### src/design/hsvrgb_pkg.sv
// hsvrgb_pkg: shared types and constants for the hsv to inverted rgb duty converter
`timescale 1ns / 1ps
`default_nettype none

package hsvrgb_pkg;

  localparam int FRAC_BITS_DEF = 10;

  localparam int HUE_W  = 16;
  localparam int SAT_W  = 12;
  localparam int DUTY_W = 11;
  localparam int REM_W  = 12;

  // hue in 1/64 degree: full circle and one 60 degree sector
  localparam int HUE_FULL   = 23040;
  localparam int HUE_SECTOR = 3840;
  localparam int NUM_SECTOR = 6;

  // 3840 = 15 << 8
  localparam int SECTOR_SHIFT = 8;
  localparam int SECTOR_DIV   = 15;

  typedef enum logic [2:0] {
    SEC_R_Y  = 3'd0,
    SEC_Y_G  = 3'd1,
    SEC_G_C  = 3'd2,
    SEC_C_B  = 3'd3,
    SEC_B_M  = 3'd4,
    SEC_M_R  = 3'd5,
    SEC_WRAP = 3'd6
  } sector_t;

  typedef struct packed {
    logic        [HUE_W-1:0] hue;
    logic signed [SAT_W-1:0] saturation;
    logic signed [SAT_W-1:0] brightness;
  } in_beat_t;

  typedef struct packed {
    logic [DUTY_W-1:0] red_duty;
    logic [DUTY_W-1:0] green_duty;
    logic [DUTY_W-1:0] blue_duty;
  } out_beat_t;

endpackage

`default_nettype wire

### src/design/hsvrgb_in_if.sv
// hsvrgb_in_if: valid/ready channel carrying one hsv triple per beat
`timescale 1ns / 1ps
`default_nettype none

interface hsvrgb_in_if;
  logic                 valid;
  logic                 ready;
  hsvrgb_pkg::in_beat_t data;

  modport source (output valid, output data, input ready);
  modport sink (input valid, input data, output ready);
endinterface

`default_nettype wire

### src/design/hsvrgb_out_if.sv
// hsvrgb_out_if: valid/ready channel carrying three duty values per beat
`timescale 1ns / 1ps
`default_nettype none

interface hsvrgb_out_if;
  logic                  valid;
  logic                  ready;
  hsvrgb_pkg::out_beat_t data;

  modport source (output valid, output data, input ready);
  modport sink (input valid, input data, output ready);
endinterface

`default_nettype wire

### src/design/hsvrgb_hue_decode.sv
// hsvrgb_hue_decode: hue wrap, 60 degree sector and remainder within the sector
`timescale 1ns / 1ps
`default_nettype none

module hsvrgb_hue_decode (
  input  logic [hsvrgb_pkg::HUE_W-1:0] hue,
  output hsvrgb_pkg::sector_t          sector,
  output logic [hsvrgb_pkg::REM_W-1:0] rem
);

  logic [hsvrgb_pkg::HUE_W-1:0] hue_w;
  logic [hsvrgb_pkg::HUE_W-1:0] base;
  logic [2:0]                   cnt;

  always_comb begin
    if (hue > hsvrgb_pkg::HUE_W'(hsvrgb_pkg::HUE_FULL)) begin
      hue_w = '0;
    end else begin
      hue_w = hue;
    end
    cnt  = '0;
    base = '0;
    // thermometer of sector boundaries
    for (int k = 1; k <= hsvrgb_pkg::NUM_SECTOR; k++) begin
      if (hue_w >= hsvrgb_pkg::HUE_W'(k * hsvrgb_pkg::HUE_SECTOR)) begin
        cnt  = cnt + 3'd1;
        base = hsvrgb_pkg::HUE_W'(k * hsvrgb_pkg::HUE_SECTOR);
      end
    end
    sector = hsvrgb_pkg::sector_t'(cnt);
    rem    = hsvrgb_pkg::REM_W'(hue_w - base);
  end

endmodule

`default_nettype wire

### src/design/hsv_to_rgb_inverted_duty_top.sv
// hsv_to_rgb_inverted_duty_top: pipelined hsv to inverted rgb pwm duty converter
//
//   channel  modport  beat contents
//   hsv      sink     hue, saturation, brightness
//   rgb      source   red_duty, green_duty, blue_duty
//
// six register stages; one beat enters per cycle while rgb does not stall
// stages: hue decode and clamp, fraction estimate, fraction fixup,
//   saturation products, value products, channel select
// each stage loads when empty or when the next one moves, so bubbles collapse
// a stall on rgb holds the pipeline in place; rst clears only the valid bits
`timescale 1ns / 1ps
`default_nettype none

module hsv_to_rgb_inverted_duty_top #(
  parameter int FRAC_BITS = hsvrgb_pkg::FRAC_BITS_DEF
) (
  input logic           clk,
  input logic           rst,
  hsvrgb_in_if.sink     hsv,
  hsvrgb_out_if.source  rgb
);

  localparam int W      = FRAC_BITS + 1;
  localparam int MW     = hsvrgb_pkg::SAT_W - 1;
  localparam int CW     = (W > MW) ? W : MW;
  localparam int XW     = FRAC_BITS + 4;
  localparam int SH     = FRAC_BITS + 8;
  localparam int RW     = SH - 3;
  localparam int SHL    = (FRAC_BITS >= hsvrgb_pkg::SECTOR_SHIFT) ?
                          FRAC_BITS - hsvrgb_pkg::SECTOR_SHIFT : 0;
  localparam int SHR    = (FRAC_BITS >= hsvrgb_pkg::SECTOR_SHIFT) ?
                          0 : hsvrgb_pkg::SECTOR_SHIFT - FRAC_BITS;
  localparam int NST    = 6;
  localparam int DutyW  = hsvrgb_pkg::DUTY_W;
  localparam int RemW   = hsvrgb_pkg::REM_W;
  localparam int Div    = hsvrgb_pkg::SECTOR_DIV;

  localparam logic [W-1:0]  ONE   = W'(1) << FRAC_BITS;
  localparam logic [RW-1:0] RECIP = RW'((longint'(1) << SH) / Div);

  // pipeline control
  logic [NST-1:0] vld;
  logic [NST-1:0] ld;

  always_comb begin
    ld[NST-1] = !vld[NST-1] || rgb.ready;
    for (int i = NST - 2; i >= 0; i--) begin
      ld[i] = !vld[i] || ld[i+1];
    end
  end

  always_ff @(posedge clk) begin
    if (rst) begin
      vld <= '0;
    end else begin
      if (ld[0]) begin
        vld[0] <= hsv.valid;
      end
      for (int i = 1; i < NST; i++) begin
        if (ld[i]) begin
          vld[i] <= vld[i-1];
        end
      end
    end
  end

  assign hsv.ready = ld[0];
  assign rgb.valid = vld[NST-1];

  // stage 1: clamp and hue decode
  hsvrgb_pkg::sector_t sec_in;
  logic [RemW-1:0]     rem_in;
  logic [W-1:0]        sat_c;
  logic [W-1:0]        val_c;

  hsvrgb_hue_decode u_hue_decode (
    .hue    (hsv.data.hue),
    .sector (sec_in),
    .rem    (rem_in)
  );

  always_comb begin
    if (hsv.data.saturation[MW]) begin
      sat_c = '0;
    end else if (CW'(hsv.data.saturation[MW-1:0]) > CW'(ONE)) begin
      sat_c = ONE;
    end else begin
      sat_c = W'(hsv.data.saturation[MW-1:0]);
    end
    if (hsv.data.brightness[MW]) begin
      val_c = '0;
    end else if (CW'(hsv.data.brightness[MW-1:0]) > CW'(ONE)) begin
      val_c = ONE;
    end else begin
      val_c = W'(hsv.data.brightness[MW-1:0]);
    end
  end

  logic [W-1:0]        s1_sat;
  logic [W-1:0]        s1_val;
  logic                s1_grey;
  hsvrgb_pkg::sector_t s1_sector;
  logic [RemW-1:0]     s1_rem;

  always_ff @(posedge clk) begin
    if (ld[0]) begin
      s1_sat    <= sat_c;
      s1_val    <= val_c;
      s1_grey   <= (sat_c == '0);
      s1_sector <= sec_in;
      s1_rem    <= rem_in;
    end
  end

  // stage 2: fraction estimate by reciprocal, p product
  logic [XW-1:0]      x1;
  logic [XW+RW-1:0]   est_prod;
  logic [2*W-1:0]     p_prod;

  always_comb begin
    if (FRAC_BITS >= hsvrgb_pkg::SECTOR_SHIFT) begin
      x1 = XW'((RemW+SHL)'(s1_rem) << SHL);
    end else begin
      x1 = XW'(s1_rem >> SHR);
    end
    est_prod = (XW+RW)'(x1) * (XW+RW)'(RECIP);
    p_prod   = (2*W)'(s1_val) * (2*W)'(ONE - s1_sat);
  end

  logic [W-1:0]         s2_sat;
  logic [W-1:0]         s2_val;
  logic                 s2_grey;
  hsvrgb_pkg::sector_t  s2_sector;
  logic [XW-1:0]        s2_x;
  logic [FRAC_BITS-1:0] s2_q0;
  logic [W-1:0]         s2_p;

  always_ff @(posedge clk) begin
    if (ld[1]) begin
      s2_sat    <= s1_sat;
      s2_val    <= s1_val;
      s2_grey   <= s1_grey;
      s2_sector <= s1_sector;
      s2_x      <= x1;
      s2_q0     <= est_prod[SH +: FRAC_BITS];
      s2_p      <= p_prod[FRAC_BITS +: W];
    end
  end

  // stage 3: estimate is at most one low
  logic [XW-1:0]        q15;
  logic [XW-1:0]        resid;
  logic [FRAC_BITS-1:0] frac;

  always_comb begin
    q15   = (XW'(s2_q0) << 4) - XW'(s2_q0);
    resid = s2_x - q15;
    frac  = (resid >= XW'(Div)) ? s2_q0 + FRAC_BITS'(1) : s2_q0;
  end

  logic [W-1:0]         s3_sat;
  logic [W-1:0]         s3_val;
  logic                 s3_grey;
  hsvrgb_pkg::sector_t  s3_sector;
  logic [FRAC_BITS-1:0] s3_frac;
  logic [W-1:0]         s3_p;

  always_ff @(posedge clk) begin
    if (ld[2]) begin
      s3_sat    <= s2_sat;
      s3_val    <= s2_val;
      s3_grey   <= s2_grey;
      s3_sector <= s2_sector;
      s3_frac   <= frac;
      s3_p      <= s2_p;
    end
  end

  // stage 4: s*f and s*(1-f)
  logic [W+FRAC_BITS-1:0] sf_prod;
  logic [2*W-1:0]         snf_prod;

  always_comb begin
    sf_prod  = (W+FRAC_BITS)'(s3_sat) * (W+FRAC_BITS)'(s3_frac);
    snf_prod = (2*W)'(s3_sat) * (2*W)'(ONE - W'(s3_frac));
  end

  logic [W-1:0]        s4_val;
  logic                s4_grey;
  hsvrgb_pkg::sector_t s4_sector;
  logic [W-1:0]        s4_p;
  logic [W-1:0]        s4_sf;
  logic [W-1:0]        s4_snf;

  always_ff @(posedge clk) begin
    if (ld[3]) begin
      s4_val    <= s3_val;
      s4_grey   <= s3_grey;
      s4_sector <= s3_sector;
      s4_p      <= s3_p;
      s4_sf     <= sf_prod[FRAC_BITS +: W];
      s4_snf    <= snf_prod[FRAC_BITS +: W];
    end
  end

  // stage 5: q and t
  logic [2*W-1:0] q_prod;
  logic [2*W-1:0] t_prod;

  always_comb begin
    q_prod = (2*W)'(s4_val) * (2*W)'(ONE - s4_sf);
    t_prod = (2*W)'(s4_val) * (2*W)'(ONE - s4_snf);
  end

  logic [W-1:0]        s5_val;
  logic                s5_grey;
  hsvrgb_pkg::sector_t s5_sector;
  logic [W-1:0]        s5_p;
  logic [W-1:0]        s5_q;
  logic [W-1:0]        s5_t;

  always_ff @(posedge clk) begin
    if (ld[4]) begin
      s5_val    <= s4_val;
      s5_grey   <= s4_grey;
      s5_sector <= s4_sector;
      s5_p      <= s4_p;
      s5_q      <= q_prod[FRAC_BITS +: W];
      s5_t      <= t_prod[FRAC_BITS +: W];
    end
  end

  // stage 6: channel select and inversion
  logic [W-1:0]          lvl_r;
  logic [W-1:0]          lvl_g;
  logic [W-1:0]          lvl_b;
  hsvrgb_pkg::out_beat_t duty;

  always_comb begin
    if (s5_grey) begin
      lvl_r = s5_val;
      lvl_g = s5_val;
      lvl_b = s5_val;
    end else begin
      case (s5_sector)
        hsvrgb_pkg::SEC_R_Y: begin
          lvl_r = s5_val; lvl_g = s5_t;   lvl_b = s5_p;
        end
        hsvrgb_pkg::SEC_Y_G: begin
          lvl_r = s5_q;   lvl_g = s5_val; lvl_b = s5_p;
        end
        hsvrgb_pkg::SEC_G_C: begin
          lvl_r = s5_p;   lvl_g = s5_val; lvl_b = s5_t;
        end
        hsvrgb_pkg::SEC_C_B: begin
          lvl_r = s5_p;   lvl_g = s5_q;   lvl_b = s5_val;
        end
        hsvrgb_pkg::SEC_B_M: begin
          lvl_r = s5_t;   lvl_g = s5_p;   lvl_b = s5_val;
        end
        default: begin
          lvl_r = s5_val; lvl_g = s5_p;   lvl_b = s5_q;
        end
      endcase
    end
    duty.red_duty   = DutyW'(ONE - lvl_r);
    duty.green_duty = DutyW'(ONE - lvl_g);
    duty.blue_duty  = DutyW'(ONE - lvl_b);
  end

  hsvrgb_pkg::out_beat_t s6_duty;

  always_ff @(posedge clk) begin
    if (ld[5]) begin
      s6_duty <= duty;
    end
  end

  assign rgb.data = s6_duty;

  // checks
  a_valid_clear: assert property (@(posedge clk) rst |=> !rgb.valid)
    else $error("output valid after reset");

  a_ready_full: assert property (@(posedge clk) disable iff (rst)
    !hsv.ready |-> (vld == '1))
    else $error("input stalled while pipeline has a bubble");

  a_frac_fix: assert property (@(posedge clk) disable iff (rst)
    vld[1] |-> (resid < XW'(2 * Div)))
    else $error("fraction estimate off by more than one");

  a_duty_range: assert property (@(posedge clk) disable iff (rst)
    rgb.valid |-> (FRAC_BITS > 10) ||
      (rgb.data.red_duty <= DutyW'(ONE) && rgb.data.green_duty <= DutyW'(ONE) &&
       rgb.data.blue_duty <= DutyW'(ONE)))
    else $error("duty above full scale");

endmodule

`default_nettype wire
### src/flat_wrapper.sv
// flat-port wrapper written by rule: the top's interface ports become plain ports
module hsv_to_rgb_inverted_duty_top_flat 
#(
  parameter int FRAC_BITS = hsvrgb_pkg::FRAC_BITS_DEF
)
  (clk, rst, hsv_valid, hsv_data, hsv_ready, rgb_valid, rgb_data, rgb_ready);
  hsvrgb_in_if hsv_i ();
  hsvrgb_out_if rgb_i ();
  input logic clk;
  input logic rst;
  input wire logic [$bits(hsv_i.valid)-1:0] hsv_valid;
  input wire logic [$bits(hsv_i.data)-1:0] hsv_data;
  output wire logic [$bits(hsv_i.ready)-1:0] hsv_ready;
  output wire logic [$bits(rgb_i.valid)-1:0] rgb_valid;
  output wire logic [$bits(rgb_i.data)-1:0] rgb_data;
  input wire logic [$bits(rgb_i.ready)-1:0] rgb_ready;
  assign hsv_i.valid = hsv_valid;
  assign hsv_i.data = hsv_data;
  assign hsv_ready = hsv_i.ready;
  assign rgb_valid = rgb_i.valid;
  assign rgb_data = rgb_i.data;
  assign rgb_i.ready = rgb_ready;
  hsv_to_rgb_inverted_duty_top #(.FRAC_BITS(FRAC_BITS)) u_core (.clk(clk), .rst(rst), .hsv(hsv_i), .rgb(rgb_i));
endmodule
### config.mk
export PLATFORM = sky130hd
export DESIGN_NAME = hsv_to_rgb_inverted_duty_top_flat
export DESIGN_NICKNAME = d
export VERILOG_FILES = /design/src/design/hsvrgb_pkg.sv /design/src/design/hsvrgb_in_if.sv /design/src/design/hsvrgb_out_if.sv /design/src/design/hsvrgb_hue_decode.sv /design/src/design/hsv_to_rgb_inverted_duty_top.sv /design/src/flat_wrapper.sv
export SDC_FILE = /design/constraint.sdc
export NUM_CORES = 2
export LEC_CHECK = 0
export ABC_AREA = 1
export ABC_CLOCK_PERIOD_IN_PS = 7000
export BUFFER_PORTS_ARGS = -buffer_cell sky130_fd_sc_hd__buf_2
export CAP_MARGIN = 20
export CORE_ASPECT_RATIO = 1.2
export CORE_MARGIN = 1.5
export CORE_UTILIZATION = 50
export CTS_CLUSTER_DIAMETER = 30
export CTS_CLUSTER_SIZE = 14
export DETAILED_ROUTE_END_ITERATION = 12
export PLACE_DENSITY = 0.71
export SYNTH_ARGS = -nofsm -noshare
export SYNTH_HDL_FRONTEND = slang
export SYNTH_HIERARCHICAL = 1
export SYNTH_SLANG_ARGS = --single-unit
### constraint.sdc
create_clock -name clk -period 7 [get_ports clk]
set_clock_uncertainty 0.1 [all_clocks]
set_input_delay 0.7 -clock clk [delete_from_list [all_inputs] [get_ports clk]]
set_output_delay 0.7 -clock clk [all_outputs]
set_load 0.1 [all_outputs]
# Word level (Yosys, flattened, before mapping)
# Cells that the tools add are included.
# totals
reg_bits,279
wordCells,118
# op_classes
add_sub_neg,16
multipliers,6
n_lt_le_gt_ge,10
eq_ne,4
muxes,23
n_reduce_logical,19
# op_table
op,n
$pmux W11 S3,3
$mul A11 B22 Y21,4
$mux W12,6
$mux W11,6
$sub A11 B11 Y12 const A,3
$sub A11 B11 Y11 const A,3
$ge A16 B14 Y1 const B,2
$ge A16 B15 Y1 const B,2
$mul A12 B13 Y24 const B,1
$gt A11 B11 Y1 const B,2
$mul A11 B10 Y21,1
$ge A16 B12 Y1 const B,1
$ge A16 B13 Y1 const B,1
$gt A16 B15 Y1 const B,1
$mux W16,1
$add A3 B1 Y3 const B,5
$mux W3,5
$ge A14 B4 Y1 const B,1
$sub A14 B10 Y14,1
$sub A14 B14 Y14,1
$sub A11 B10 Y12 const A,1
$sub A12 B12 Y12,1
$logic_not A11 Y1,1
$add A10 B1 Y10 const B,1
9 further kinds,24

# Longest topological paths before layout
# depth
word_depth,14
ltp_mapped,32

# Hierarchy
# The synthesis kept the hierarchy.
# modules_own_cells
mod,n_inst,cells_each,area_each_um2,seq_area_each_um2
hsv_to_rgb_inverted_duty_top,1,3976,33638.5,8318.0
hsvrgb_hue_decode,1,158,799.5,0.0

# Least setup slack after synthesis
# Ideal clock, no wire load.
# synth_path
path_type,flip-flop to output port
start,reg u_core.vld[5]
end,out hsv_ready
arrival_ps,6434
t_required_ps,6200
setup_slack_ps,-234
stages_incl_launch_ff,12
path_cell_list,dfxtp_1 > inv_1 > nor2_1 > inv_1 > nor2_1 > inv_1 > nor2_1 > inv_1 > nor2_1 > inv_1 > nor2_1 > nand2_1
# synth_between
elab_chain_len,7
# synth_rtl
element,line_no,rtl
from (decl),hsv_to_rgb_inverted_duty_top.sv:43,logic [NST-1:0] vld;
"from (signal, indexed assignment)",hsv_to_rgb_inverted_duty_top.sv:62,vld[i] <= vld[i-1];
$logic_not A1 Y1,hsv_to_rgb_inverted_duty_top.sv:47,ld[NST-1] = !vld[NST-1] || rgb.ready;
$logic_or A1 B1 Y1,hsv_to_rgb_inverted_duty_top.sv:47,
net u_core.ld[5],hsv_to_rgb_inverted_duty_top.sv:44,logic [NST-1:0] ld;
$logic_or A1 B1 Y1,hsv_to_rgb_inverted_duty_top.sv:49,ld[i] = !vld[i] || ld[i+1];
net u_core.ld[4],hsv_to_rgb_inverted_duty_top.sv:44,
$logic_or A1 B1 Y1,hsv_to_rgb_inverted_duty_top.sv:49,
net u_core.ld[3],hsv_to_rgb_inverted_duty_top.sv:44,
$logic_or A1 B1 Y1,hsv_to_rgb_inverted_duty_top.sv:49,
net u_core.ld[2],hsv_to_rgb_inverted_duty_top.sv:44,
$logic_or A1 B1 Y1 (2 in series),hsv_to_rgb_inverted_duty_top.sv:49,
to (decl),flat_wrapper.sv:13,output wire logic [$bits(hsv_i.ready)-1:0] hsv_ready;
# The timed path passes the listed nets, and every way through them passes these cells.

# Worst setup path in the final report
# layout_path
start,reg u_core.s3_frac[0]
end,"reg u_core.s4_snf[10], data pin"
# layout_between
elab_chain_len,2
# layout_rtl
element,line_no,rtl
from (decl),hsv_to_rgb_inverted_duty_top.sv:166,logic [FRAC_BITS-1:0] s3_frac;
from (signal assigned),hsv_to_rgb_inverted_duty_top.sv:175,s3_frac <= frac;
$sub A11 B10 Y12,hsv_to_rgb_inverted_duty_top.sv:186,snf_prod = (2*W)'(s3_sat) * (2*W)'(ONE - W'(s3_frac));
$mul A11 B22 Y21,hsv_to_rgb_inverted_duty_top.sv:186,
net u_core.snf_prod[20],hsv_to_rgb_inverted_duty_top.sv:182,logic [2*W-1:0] snf_prod;
to (signal assigned),hsv_to_rgb_inverted_duty_top.sv:203,s4_snf <= snf_prod[FRAC_BITS +: W];
to (decl),hsv_to_rgb_inverted_duty_top.sv:194,logic [W-1:0] s4_snf;
# The timed path passes the listed nets, and every way through them passes these cells.
# A chain may end at the register's enable or synchronous reset.

==> results.md <==
* Post-layout nets at 5038
* DRC violations left at 0
* Routed WL at 81600 um
* Share of cells above drive strength 1 at 0.0631
* Crit start category: flip-flop
* Worst hold margin at 0.258 ns
* Post-synth EDFFs at 273
* Crit. Startpoint: u_core/s3_frac[0]
* Clock transition at path regs at 0.05 ns
* Seq cells post-synth at 279
* Max-slew headroom at 0.345
* Biggest register: u_core/rgb.data
* Least-Margin Pin Slew at 0.983 ns
* Die Wd at 243 um
* Clk buf depth at 3
* Reg2Reg Setup Slack at 0.63 ns
* Most common flop cell mapped by yosys: edfxtp_1
* Top flop regs: u_core/rgb.data x33, u_core/s1_rem x12, u_core/s2_x x12
* Synth Area per Inst at 8.33 um^2
* Max reg flops at 33
* Reg2Reg Depth at 28
* Ant diodes at 0
* Inserted Clock Buffers at 52
* Area Overhead vs Synth at 9.43%
* DRT Pass-1 Iters at 5
* Final Worst Setup Slack at 0.634 ns
* Vias in the first global route at 27.7k
* Top Family by Delay on Critical Path: adder cells
* Placer Congestion at 0.925
* Worst reg2reg path startpoint: u_core/s3_frac[0]
* Top cells by area, synth: fa_1 25%, edfxtp_1 24%, ha_1 13%
* Clock root buffer: clkbuf_16
* Clk sink count at 279
* Total power at 13.3 mW
* Yosys top cell area share at 0.249
* Crit-path slowest cell: fa_1
* Post-CTS setup buffer count at 0
* Pwr dens at 353 mW/mm^2
* Max-cap violations at 0
* Via-to-Cell Ratio at 5.13
* Area of the die at 0.0705 mm^2
* First-pass GRT wire length at 137000 um
* Synth unique cells at 55
* DR WL/cell at 15.8 um
* Total core area at 0.0683 mm^2
* Worst slack, placed at 0.639 ns
* Hold path start: hsv_valid
* Mapped cell area at 0.0344 mm^2
* Tcrit/Tclk final at 0.909
* Clock latency on the worst-skew pair at 0.58 ns
* CTS hold repair buffers at 0
* HPWL after DPL at 66900 um
* Crit path capture type: flip-flop
* RSZ-0062 raised after global routing: no
* CTS tree: built
* Post-synthesis cell count at 4134
* Worst Hold Class: primary input to flip-flop
* Seq/Total Area, Yosys at 0.242
* Synth warn at 6
* Port bufs at 78
* Die height at 290 um
* Antenna violations before repair at 1
* Syn Nets at 4956
* Final Max Tran Viols at 0
* Max VDD drop at 0.441 mV
* CP max stage delay at 0.54 ns
* Vias at 26.5k
* Fin. Hold Viols at 0
* Antenna Nets Post-Route at 0
* DR iter-0 viols at 1599
* Row cnt at 105
* Hold Path Depth at 3
* Post-CTS Resized at 0
* Status: completed
* Max H-tree Level at 2
* Tmin final at 6.37 ns
* Crit path arrival time at 6.59 ns
* GR Overflow Total at 0
* Final cell utilization of the core at 0.552
* Worst EP required at 7.22 ns
* Count of final setup violators at 0
* Setup TNS at 0 ns
* Most frequent CP cell: nand2_1
* IO Pins at 79
* CP Max Fanout at 13
* GRT Overall Usage at 0.240
* P_leak at 19.8 nW
* Worst path bufs/invs at 6
* Share of flip-flops with an asynchronous set or reset at 0
* Fmax at 0.157 GHz
* Critical Path Stages at 28
* Synth area leader: fa_1
* Pin count of the biggest net entering global routing at 60
* Critical path class: flip-flop to flip-flop
* Initial core utilization at 0.504
## path summary, 6_finish.rpt
| kind | endpoint |
|---|---|
| worst max-delay path | u_core/s4_snf[10] |
| worst min-delay path | u_core/vld[0] |
| worst max register to register | u_core/s4_snf[10] |
| worst min register to register | u_core/s5_p[5] |
## routing by layer
layer,vias up,share of wire,GRT usage
li1,12800,-,-
met1,12700,0.41,0.293
met2,818,0.50,0.430
met3,198,0.055,0.0284
met4,2,0.040,0.0950
met5,-,0.00016,0
## cell families after synthesis
kind of cell    Yosys count  share of synthesized area
buf+inv                1059                      0.116
xor+xnor                100                     0.0254
fa+ha+maj               778                      0.376
simple gates           1650                      0.197
flops                   279                      0.242
compound gates          268                     0.0440
## layout make-up
class | instances | area, um^2
Inverter | 972 | 3650
Clock buffer | 55 | 1330
Multi-Input combinational cell | 2796 | 22100
Clock inverter | 43 | 464
Tap cell | 909 | 1140
Timing Repair Buffer | 115 | 668
Sequential cell | 279 | 8320
Fill cell | 6254 | 30600
## where the power goes
part	switching [mW]	internal, mW
clock network	0.893	1.62
logic	5.32	2.57
registers	0.395	2.51
## worst register-to-register path: cells and delay by family, from the launching register on
family	cells	cell delay [ns]
adder cells (fa/ha/maj)	7	3.11
buffers and inverters	6	0.63
AO/OA/AOI/OAI	5	0.72
AND/OR/NAND/NOR	10	1.18
flip-flops	1	0.35
## placed cells by master (no fill, tap or decap), drive strengths merged, types with 72 or more instances in the layout
cell type	synthesis	final
edfxtp	273	273
buf	13	115
nor2	384	384
ha	349	349
a21oi	125	125
nand3	108	108
o21ai	89	89
inv	957	968
fa	429	429
xor2	72	72
nand2	1021	1021
## synthesized netlist by cell type, types with 6 or more instances
cell type and count:
nand2_1 1014, inv_1 947, fa_1 429, nor2_1 370, ha_1 349, edfxtp_1 273, a21oi_1 122, nand3_1 105
o21ai_0 79, clkbuf_1 74, xor2_1 72, nand4_1 60, xnor2_1 28, nor3_1 26, or2_2 19, clkinv_1 15
o21bai_1 12, inv_2 10, nor2_2 10, nand3b_1 9, buf_2 8, nor4_1 8, o211ai_1 8, a211oi_1 7
a31oi_1 7, dfxtp_1 6, o21ai_1 6, or2_1 6
## per-stage QoR
step | cells | cell area (um^2)
6_report | 5169 | 37700
3_5_place_dp | 5071 | 35900
5_1_grt | 5169 | 37700
4_1_cts | 5169 | 37700
3_3_place_gp | 5071 | 35900
2_1_floorplan | 4134 | 34400
Power figures use the tool's default switching activity.
